==> config.mk <==
export PLATFORM = sky130hd
export DESIGN_NAME = modbus_rtu_request_framer
export DESIGN_NICKNAME = d
export VERILOG_FILES = /design/src/hw/rtl/mrf_pkg.sv /design/src/hw/rtl/mrf_crc_stage.sv /design/src/hw/rtl/mrf_serializer.sv /design/src/hw/rtl/modbus_rtu_request_framer.sv
export SDC_FILE = /design/constraint.sdc
export NUM_CORES = 1
export LEC_CHECK = 0
export ABC_AREA = 1
export BUFFER_PORTS_ARGS = -buffer_cell sky130_fd_sc_hd__buf_2
export CAP_MARGIN = 40
export CORE_ASPECT_RATIO = 0.9
export CORE_MARGIN = 1.5
export CORE_UTILIZATION = 62
export CTS_BUF_LIST = sky130_fd_sc_hd__clkbuf_8
export CTS_CLUSTER_SIZE = 28
export DETAILED_ROUTE_END_ITERATION = 10
export HOLD_SLACK_MARGIN = 0.05
export PLACE_DENSITY = 0.8
export SLEW_MARGIN = 10
export SYNTH_ARGS = -nofsm -noshare
export SYNTH_HDL_FRONTEND = slang
export SYNTH_SLANG_ARGS = --single-unit
==> constraint.sdc <==
create_clock -name aclk -period 27 [get_ports aclk]
set_input_delay 5.4 -clock aclk [delete_from_list [all_inputs] [get_ports aclk]]
set_output_delay 5.4 -clock aclk [all_outputs]
set_load 0.01 [all_outputs]
==> src/hw/rtl/mrf_pkg.sv <==
// Package with the types, constants and CRC function of the request framer.
`default_nettype none

package mrf_pkg;

    localparam int unsigned FRAME_LEN = 8;
    localparam int unsigned CRC_BYTES = 6;
    localparam int unsigned IDX_W     = $clog2(FRAME_LEN);

    localparam logic [15:0] CRC_INIT        = 16'hFFFF;
    localparam logic [15:0] CRC_POLY        = 16'hA001;
    localparam logic [15:0] QTY_ONE         = 16'h0001;
    localparam logic [7:0]  FC_WRITE_SINGLE = 8'h06;

    typedef logic [7:0] octet_t;

    typedef struct packed {
        logic [CRC_BYTES-1:0][7:0] bytes;
        logic [15:0]               crc;
    } pipe_word_t;

    function automatic logic [15:0] crc_byte(input logic [15:0] crc_in, input octet_t data);
        logic [15:0] acc;
        acc = crc_in ^ {8'h00, data};
        for (int b = 0; b < 8; b++) begin
            if (acc[0]) begin
                acc = (acc >> 1) ^ CRC_POLY;
            end else begin
                acc = acc >> 1;
            end
        end
        return acc;
    endfunction

endpackage

`default_nettype wire

==> src/hw/rtl/mrf_crc_stage.sv <==
// One pipeline stage that folds one frame byte into the running CRC.
`default_nettype none

module mrf_crc_stage #(
    parameter int unsigned BYTE_IDX = 0
) (
    input  wire logic              aclk,
    input  wire logic              aresetn,
    input  wire logic              en,
    input  wire logic              in_valid,
    input  mrf_pkg::pipe_word_t    in_data,
    output logic                   out_valid,
    output mrf_pkg::pipe_word_t    out_data
);
    import mrf_pkg::*;

    logic       valid_reg;
    pipe_word_t data_reg;
    pipe_word_t data_next;

    always_comb begin
        data_next     = in_data;
        data_next.crc = crc_byte(in_data.crc, in_data.bytes[BYTE_IDX]);
    end

    always_ff @(posedge aclk) begin
        if (!aresetn) begin
            valid_reg <= 1'b0;
        end else if (en) begin
            valid_reg <= in_valid;
        end
    end

    always_ff @(posedge aclk) begin
        if (en) begin
            data_reg <= data_next;
        end
    end

    assign out_valid = valid_reg;
    assign out_data  = data_reg;

endmodule

`default_nettype wire

==> src/hw/rtl/mrf_serializer.sv <==
// Frame register that sends the eight frame bytes one byte per cycle while m_ready is high.
`default_nettype none

module mrf_serializer (
    input  wire logic              aclk,
    input  wire logic              aresetn,
    input  wire logic              in_valid,
    input  mrf_pkg::pipe_word_t    in_data,
    output logic                   in_ready,
    output logic                   m_valid,
    input  wire logic              m_ready,
    output logic [7:0]             m_frame_byte,
    output logic                   m_last_byte
);
    import mrf_pkg::*;

    localparam logic [IDX_W-1:0] LAST_IDX = IDX_W'(FRAME_LEN - 1);

    logic [FRAME_LEN-1:0][7:0] frame_reg;
    logic [IDX_W-1:0]          idx_reg;
    logic [IDX_W-1:0]          idx_next;
    logic                      busy_reg;
    logic                      busy_next;
    logic                      is_last;
    logic                      send;
    logic                      load;

    assign is_last  = (idx_reg == LAST_IDX);
    assign send     = busy_reg && m_ready;
    assign in_ready = !busy_reg || (is_last && m_ready);
    assign load     = in_valid && in_ready;

    always_comb begin
        idx_next  = idx_reg;
        busy_next = busy_reg;
        if (send) begin
            idx_next = idx_reg + 1'b1;
            if (is_last) begin
                busy_next = 1'b0;
            end
        end
        if (load) begin
            idx_next  = '0;
            busy_next = 1'b1;
        end
    end

    always_ff @(posedge aclk) begin
        if (!aresetn) begin
            busy_reg <= 1'b0;
            idx_reg  <= '0;
        end else begin
            busy_reg <= busy_next;
            idx_reg  <= idx_next;
        end
    end

    always_ff @(posedge aclk) begin
        if (load) begin
            frame_reg[CRC_BYTES-1:0] <= in_data.bytes;
            frame_reg[CRC_BYTES]     <= in_data.crc[7:0];
            frame_reg[CRC_BYTES+1]   <= in_data.crc[15:8];
        end
    end

    assign m_valid      = busy_reg;
    assign m_frame_byte = frame_reg[idx_reg];
    assign m_last_byte  = is_last;

endmodule

`default_nettype wire

==> src/hw/rtl/modbus_rtu_request_framer.sv <==
// A request passes the six CRC stages, then the frame register, before its first byte is shown.
// Throughput: one frame byte per cycle while m_ready is high; the byte port sets the request rate.
// Six CRC stages, one byte each, buffer up to six further requests while bytes go out.
// Reset (aresetn, synchronous, active low) clears all stage valid bits and the byte sender.
`default_nettype none

module modbus_rtu_request_framer (
    input  wire logic        aclk,
    input  wire logic        aresetn,
    input  wire logic        s_valid,
    output logic             s_ready,
    input  wire logic [7:0]  s_server_address,
    input  wire logic [7:0]  s_function_code,
    input  wire logic [15:0] s_register_address,
    input  wire logic [15:0] s_write_value,
    output logic             m_valid,
    input  wire logic        m_ready,
    output logic [7:0]       m_frame_byte,
    output logic             m_last_byte
);
    import mrf_pkg::*;

    pipe_word_t stage_data  [CRC_BYTES+1];
    logic       stage_valid [CRC_BYTES+1];
    logic       ser_ready;
    logic       pipe_en;
    logic [15:0] payload;

    assign payload = (s_function_code == FC_WRITE_SINGLE) ? s_write_value : QTY_ONE;

    assign stage_data[0].bytes[0] = s_server_address;
    assign stage_data[0].bytes[1] = s_function_code;
    assign stage_data[0].bytes[2] = s_register_address[15:8];
    assign stage_data[0].bytes[3] = s_register_address[7:0];
    assign stage_data[0].bytes[4] = payload[15:8];
    assign stage_data[0].bytes[5] = payload[7:0];
    assign stage_data[0].crc      = CRC_INIT;

    assign stage_valid[0] = s_valid;
    assign pipe_en        = !stage_valid[CRC_BYTES] || ser_ready;
    assign s_ready        = pipe_en;

    for (genvar k = 0; k < CRC_BYTES; k++) begin : g_stage
        mrf_crc_stage #(
            .BYTE_IDX (k)
        ) u_stage (
            .aclk      (aclk),
            .aresetn   (aresetn),
            .en        (pipe_en),
            .in_valid  (stage_valid[k]),
            .in_data   (stage_data[k]),
            .out_valid (stage_valid[k+1]),
            .out_data  (stage_data[k+1])
        );
    end

    mrf_serializer u_ser (
        .aclk         (aclk),
        .aresetn      (aresetn),
        .in_valid     (stage_valid[CRC_BYTES]),
        .in_data      (stage_data[CRC_BYTES]),
        .in_ready     (ser_ready),
        .m_valid      (m_valid),
        .m_ready      (m_ready),
        .m_frame_byte (m_frame_byte),
        .m_last_byte  (m_last_byte)
    );

endmodule

`default_nettype wire

# == Word-level counts from Yosys, hierarchy flattened ==
# Index checks and enable logic that the tools add are counted.
# classes
add_sub_neg,1
order_cmp,1
eq_ne,2
muxes,53
bitwise,55
n_reduce_logical,11
# op_table
operator,count
16-bit two-way mux,42
2-bit inverter with 3-bit output,48
14-bit two-way mux,6
16-bit by 8-bit bitwise XOR with 16-bit output,5
8-bit binary-select mux with 3-bit select,1
8-bit inverter with 16-bit output,1
"8-bit by 3-bit equality test with 1-bit output, second input constant",1
8-bit two-way mux,1
"3-bit by 4-bit less-than comparator with 1-bit output, second input constant",1
2-bit nonzero test,2
"3-bit by 1-bit adder with 3-bit output, second input constant",1
"3-bit equality test, second input constant",1
1-bit logical AND,3
1-bit two-way mux,3
1-bit logical NOT,2
1-bit logical OR,2
2-bit AND reduction,1
2-bit OR reduction,1
1-bit inverter,1
# word_totals
register_bits,458
inputBits,52
out_inout_bits,11
wordCells,187

# == Logic depth before layout (Yosys ltp) ==
# Gate-level depths: netlist (run 1).
# depth
word_depth,17
depth_mapped,15
depth_no_buf,15

# == Modules after synthesis ==
# A second synthesis (run 1) with hierarchy kept.
# hier_totals
hier_cells,1115
area_unflattened_um2,17464.2
# modules_own_cells
module,instances,cells_each,area_each_um2,seq_area_each_um2
mrf_crc_stage,6,128,2363.5,1941.9
mrf_serializer,1,299,3000.4,2001.9
modbus_rtu_request_framer,1,48,282.8,0.0

# == Least setup slack after synthesis (run 1) ==
# OpenSTA, ideal clock, no wires.
# synth_path
path_type,input to output
startpoint,input m_ready
endpoint,output s_ready
arrival_time_ns,13.758
t_required_ns,21.600
slack_ns,7.842
cell_stages,4
path_buffers,0
cell_sequence,nand2_1 nand2_1 inv_1 nand2_1
# synth_via
elab_chain_cells,3
# synth_rtl
element,line,text
start: declaration,modbus_rtu_request_framer.sv:17,"input wire logic m_ready,"
1-bit logical AND,mrf_serializer.sv:30,assign in_ready = !busy_reg || (is_last && m_ready);
1-bit logical OR,mrf_serializer.sv:30,
1-bit logical OR,modbus_rtu_request_framer.sv:40,assign pipe_en = !stage_valid[CRC_BYTES] || ser_ready;
end: declaration,modbus_rtu_request_framer.sv:11,"output logic s_ready,"
# No other way between the ends.

# == Final worst setup path (run 1) ==
# Same ends and word-level chain as after synthesis.

==> flow_summary_export.csv, run 1 <==
group,metric,value,unit
setup_path,r2r_slack,23150,ps
global_routing,top_usage_layer,"met2",
global_routing,use_met3,3.91,%
drt,routed_via_density,5.23,
power,p_switching,0.000463,W
placement,portBuffers,62,
cts,cts_setup_buffers,0,
power,vdd_drop_max,63.6,uV
power,leakagePower,7.41,nW
cells_and_area,layout-drive-gt1-share,16.8,%
floorplan,start_util,62.7,%
synth,netlist_instances,987,
global_routing,use_met1,23.9,%
global_routing,grt_antenna_before_repair,1,
timing,worstMarginPinSlew,882,ps
cts,clock-sinks,452,
global_routing,grt_pass1_vias,7807,
floorplan,std_cell_rows,56,
timing,finalCriticalPeriod,12260,ps
setup_path,critical_path_arrival,6860,ps
cts,cts-root-buf,"clkbuf_8",
drt,drt-total-wl,24.9,mm
floorplan,die_h,157,um
timing,drv_slew,0,
synth,yosysUniqueCellTypes,26,
run,max_cap_violations,0,
setup_path,worst_ep_required_time,21600,ps
synth,ys_ff_latch,452,
timing,rsz0062_at_grt,"no",
global_routing,grt_pass1_wl,38.6,mm
setup_path,cp_max_fo,63,
cts,cts_htree_levels,3,
setup_path,cp-end-kind,"output port",
power,combPwrFrac,16.7,%
timing,setup_viol_count_final,0,
cells_and_area,nets,1170,
global_routing,grt_usage,18.7,%
power,intPower,0.00127,W
cells_and_area,stdcell_area,0.0184,sq mm
placement,dpl_worst_slack,14780,ps
cts,cts_tree,"built",
timing,fin_crit_sh,45.4,%
cells_and_area,fill_cells,1573,
status,status,"finished clean",
global_routing,met2_usage,30.8,%
cts,postCtsHoldBufs,0,
drt,dr.pass1.iters,6,
power,sw_frac_of_total,26.8,%
placement,place_congestion,0.850,
timing,fmax,81.6,MHz
setup_path,start_kind,"primary input",
timing,setup_tns,0,ps
power,power,0.00173,W
floorplan,io_pins,63,
cts,path_clk_slew,50,ps
drt,drt-initial-drc-count,595,
timing,setup_slack,14740,ps
cts,clk_path_buf_depth,3,
cells_and_area,syn_to_final_growth,13.4,%
cts,insertion_delay,580,ps
cts,cts_resized,0,
floorplan,fp.coreArea,0.0259,sq mm
cells_and_area,final_cell_mix,"edfxtp_1, nand2_1, inv_1, nand3_1, nor2_1",
drt,route.detailed.drc,0,
setup_path,crit_type,"in2out",
global_routing,grt_overflow,0,
synth,syn_area,0.0163,sq mm
worst_hold_path,hold_path_class,"reg2reg",
placement,dp_hpwl,15.8,mm
synth,ys_seq_area_share,82.8,%
drt,postRouteAntennaNets,0,
global_routing,grt_max_degree,76,
synth,syn-num-nets,1041,
power,clockPowerShare,30.5,%
timing,worst_slew_margin_rel,41.2,%
placement,dpl_cell_area,0.0171,sq mm
synth,synth_warnings,0,
timing,final_hold_viol_count,0,
cts,cts_inserted_buffers,67,
cells_and_area,largest_reg_flops,378,
cells_and_area,final_common_cell,"edfxtp_1",
power,power_density,93.9,mW/mm^2
drt,vias,7916,
drt,wire_per_inst,16.4,um
synth,avgSynthCellArea,16.5,sq um
timing,finClkSkew,24.1,ps
floorplan,die_w,174,um
floorplan,dieArea,0.0272,sq mm
power,pwr-share-seq,52.8,%
cells in the mapped netlist:
library cell,count,area share [%]
edfxtp_1,442,82
nand2_1,124,2.9
nand3_1,82,2.5
nor2_1,73,1.7
inv_1,68,1.6
xor2_1,46,2.5
o21ai_0,32,0.98
xnor2_1,27,1.5
nand2_2,21,0.81
clkbuf_1,12,0.28
dfxtp_1,10,1.2
a21oi_1,9,0.28
a31oi_1,8,0.31
o22ai_1,8,0.31
nand3_2,6,0.37
inv_2,3,0.069
nand2_4,3,0.21
ha_1,2,0.15
nor4_1,2,0.077
or2_1,2,0.077
xor2_2,2,0.20
nand3b_2,1,0.069
o21ai_1,1,0.031
or2_4,1,0.054
xnor2_4,1,0.17
xnor3_1,1,0.14
power groups by stage:
stage | Sequential (W) | Combinational (W) | Clock, W
after floorplan | 0.000913 | 0.000214 | 0
after global placement | 0.000923 | 0.000252 | 0
after detailed placement | 0.000928 | 0.000278 | 0
after CTS | 0.000914 | 0.000283 | 0.000539
after global routing | 0.000920 | 0.000318 | 0.000569
final | 0.000914 | 0.000288 | 0.000528
critical path, stage by stage:
cell and delay [ps]:
buf_2 120, nand2_1 50, nand2_1 70, inv_1 270, nand2_4 510, buf_2 350
final timing paths:
path,startpoint,end,cells past startpoint
worst max-delay path,m_ready,s_ready,6
worst min-delay path,g_stage[3].u_stage.out_data[60],g_stage[4].u_stage.out_data[60],0
worst max register to register,u_ser.idx_reg[1],g_stage[3].u_stage.out_data[26],10
worst min register to register,g_stage[3].u_stage.out_data[60],g_stage[4].u_stage.out_data[60],0
metrics by stage:
stage / instances / utilization, % / hold slack (ps)
final: 1515 / 71.1 / 404
after global routing: 1514 / 71.1 / 413
after CTS: 1513 / 71.0 / 405
after detailed placement: 1394 / 66.0 / 405
after global placement: 1391 / 65.7 / 401
after floorplan: 987 / - / 400
cell type report:
| class | instances | area (sq um) | share of cell area [%] |
|---|---|---|---|
| clock buffers | 69 | 950 | 5.15 |
| clock inverters | 50 | 349 | 1.89 |
| flip-flops and latches | 452 | 13500 | 73.1 |
| inverters | 71 | 267 | 1.45 |
| diodes | 1 | 2.50 | 0.0136 |
| repair buffers | 72 | 465 | 2.52 |
| well taps | 348 | 435 | 2.36 |
| multi-input cells | 452 | 2490 | 13.5 |
layer usage:
| metal | wire length, um | up-vias | share of wire, % |
|---|---|---|---|
| li1 | - | 3819 | - |
| met1 | 10400 | 3690 | 42 |
| met2 | 12100 | 330 | 49 |
| met3 | 1600 | 77 | 6.4 |
| met4 | 818 | 0 | 3.3 |
| met5 | 0 | - | 0 |
logic make-up (layout without fill, tap and decap cells):
group	Yosys count	count (layout)	synth area share [%]
and+or+nand+nor	315	315	8.73
DFF	452	452	82.8
xor gates and xnor gates	77	77	4.44
adders and majority gates	2	2	0.154
AOI/OAI and AO/OA	58	58	1.91
other	0	1	0
buffers and inverters	83	262	1.92
No activity file was read; power rests on OpenSTA's default activity.
==> run 2, diff against run 1 <==
--- a/config.mk
+++ b/config.mk
@@ -10,12 +10,12 @@
 export CAP_MARGIN = 40
 export CORE_ASPECT_RATIO = 0.9
 export CORE_MARGIN = 1.5
-export CORE_UTILIZATION = 62
+export CORE_UTILIZATION = 57
 export CTS_BUF_LIST = sky130_fd_sc_hd__clkbuf_8
 export CTS_CLUSTER_SIZE = 28
 export DETAILED_ROUTE_END_ITERATION = 10
 export HOLD_SLACK_MARGIN = 0.05
-export PLACE_DENSITY = 0.8
+export PLACE_DENSITY = 0.77
 export SLEW_MARGIN = 10
 export SYNTH_ARGS = -nofsm -noshare
 export SYNTH_HDL_FRONTEND = slang
==> constraint.sdc (replaced) <==
create_clock -name aclk -period 9.9 [get_ports aclk]
set_input_delay 1.98 -clock aclk [delete_from_list [all_inputs] [get_ports aclk]]
set_output_delay 1.98 -clock aclk [all_outputs]
set_load 0.01 [all_outputs]
==> run 2 against run 1 <==
Register-to-register slack got worse by 17000 ps; total power increased to 2.7 times the previous value; worst hold slack got worse by 6.9 ps; die area up 8.6%; combinational power grew to 2.6 times the previous value; core utilization decreased by 5.7 points; critical endpoint unchanged; clock power increased to 2.7 times the previous value.
==> flow_summary_export.csv, run 2 (synthesized netlist as in run 1, its figures left out) <==
group,metric,value,unit
drt,vias,7809,
worst_hold_path,hold_path_class,"reg2reg",
global_routing,grt_pass1_wl,37.5,mm
cells_and_area,nets,1166,
timing,finClkSkew,27.6,ps
floorplan,die_h,163,um
timing,worst_slew_margin_rel,18.0,%
floorplan,io_pins,63,
drt,routed_via_density,5.15,
drt,drt-total-wl,23.7,mm
placement,dp_hpwl,15.1,mm
drt,met1Wirelength,10.5,mm
power,leakagePower,7.34,nW
timing,drv_slew,0,
setup_path,crit_type,"in2out",
drt,postRouteAntennaNets,0,
timing,final_hold_viol_count,0,
floorplan,start_util,58.1,%
drt,route.detailed.drc,0,
floorplan,std_cell_rows,58,
global_routing,grt_pass1_vias,7649,
cells_and_area,antenna_cells,0,
power,vdd_drop_max,125,uV
status,status,"finished clean",
global_routing,grt_antenna_before_repair,0,
cts,cts_htree_levels,3,
floorplan,die_w,181,um
placement,portBuffers,62,
timing,worstMarginPinSlew,1230,ps
drt,routed-wl-met3,1.22,mm
timing,rsz0062_at_grt,"no",
timing,fin_crit_sh,54.3,%
floorplan,fp.coreArea,0.0280,sq mm
cts,cts_inserted_buffers,69,
setup_path,worst_ep_required_time,7920,ps
power,power_density,253,mW/mm^2
cts,path_clk_slew,60,ps
drt,wire_per_inst,15.6,um
drt,routed.top_layer,"met4",
cts,clock-sinks,452,
global_routing,grt_max_degree,231,
placement,place_congestion,0.855,
timing,fmax,186,MHz
drt,wl_met2,11.3,mm
timing,setup_tns,0,ps
drt,dr.pass1.iters,5,
cts,cts-root-buf,"clkbuf_8",
run,max_cap_violations,0,
cts,cts_setup_buffers,0,
setup_path,start_kind,"primary input",
setup_path,cp_max_fo,90,
cells_and_area,largest_reg_flops,378,
cells_and_area,layout-drive-gt1-share,16.4,%
setup_path,cp-end-kind,"output port",
cells_and_area,final_cell_mix,"edfxtp_1, nand2_1, inv_1, nand3_1, nor2_1",
floorplan,dieArea,0.0296,sq mm
global_routing,grt_overflow,0,
timing,finalCriticalPeriod,5380,ps
setup_path,critical_path_arrival,3400,ps
drt,drt-initial-drc-count,487,
cts,cts_resized,0,
cts,insertion_delay,580,ps
placement,dpl.cell_count,1401,
cells_and_area,final_common_cell,"edfxtp_1",
cells_and_area,syn_to_final_growth,12.6,%
cts,cts_tree,"built",
global_routing,grt_usage,16.6,%
timing,setup_viol_count_final,0,
cts,clk_path_buf_depth,3,
cells_and_area,fin_cells,1515,
cts,postCtsHoldBufs,0,
## run 2: changes by cell type in the layout (fill, tap and decap cells not counted), moves of 2 or more
cell and change:
buf_4 -4, clkinv_1 -5, clkinv_8 +2, bufinv_16 -2, clkinvlp_4 -3, buf_16 -4
## run 2: layer usage
metal,vias up,global-route usage (%)
met5,-,0
met4,0,7.95
met3,60,3.77
met2,251,26.9
met1,3696,21.7
li1,3802,-
## run 2: layout make-up
| type | count | area, sq um |
|---|---|---|
| clock buffers | 69 | 950 |
| clock inverters | 45 | 312 |
| fillers | 1845 | 9700 |
| inverters | 71 | 267 |
| multi-input cells | 452 | 2500 |
| flip-flops and latches | 452 | 13500 |
| well taps | 360 | 450 |
| repair buffers | 66 | 360 |
## run 2: final timing paths
path,start,to,slack (ps),cells past startpoint
max,m_ready,s_ready,4520,6
min,g_stage[3].u_stage.out_data[18],g_stage[4].u_stage.out_data[18],400,0
max reg2reg,u_ser.idx_reg[1],g_stage[1].u_stage.out_data[61],5790,8
min reg2reg,g_stage[3].u_stage.out_data[18],g_stage[4].u_stage.out_data[18],400,0
## run 2: critical path: stages
cell     delay (ps)
buf_2           120
nand2_1          60
nand2_1          60
inv_1           310
nand2_8         420
buf_2           330
## run 2: per-stage QoR
stage | total power (W) | instance area [sq um] | hold slack (ps) | utilization (%) | setup WS (ps)
global route | 0.00487 | 18300 | 398 | 65.4 | 4430
CTS | 0.00468 | 18300 | 402 | 65.4 | 4560
detailed placement | 0.00326 | 17100 | 405 | 60.9 | 4560
global placement | 0.00321 | 17000 | 401 | 60.8 | 4600
floorplan | 0.00307 | 16300 | 400 | - | 1160
finish | 0.00464 | 18300 | 397 | 65.4 | 4520
## run 2: where the power goes
group | total (W) | internal (W) | switching [W]
clock | 0.00141 | 0.000736 | 0.000669
sequential | 0.00249 | 0.00240 | 0.0000894
combinational | 0.000740 | 0.000274 | 0.000466
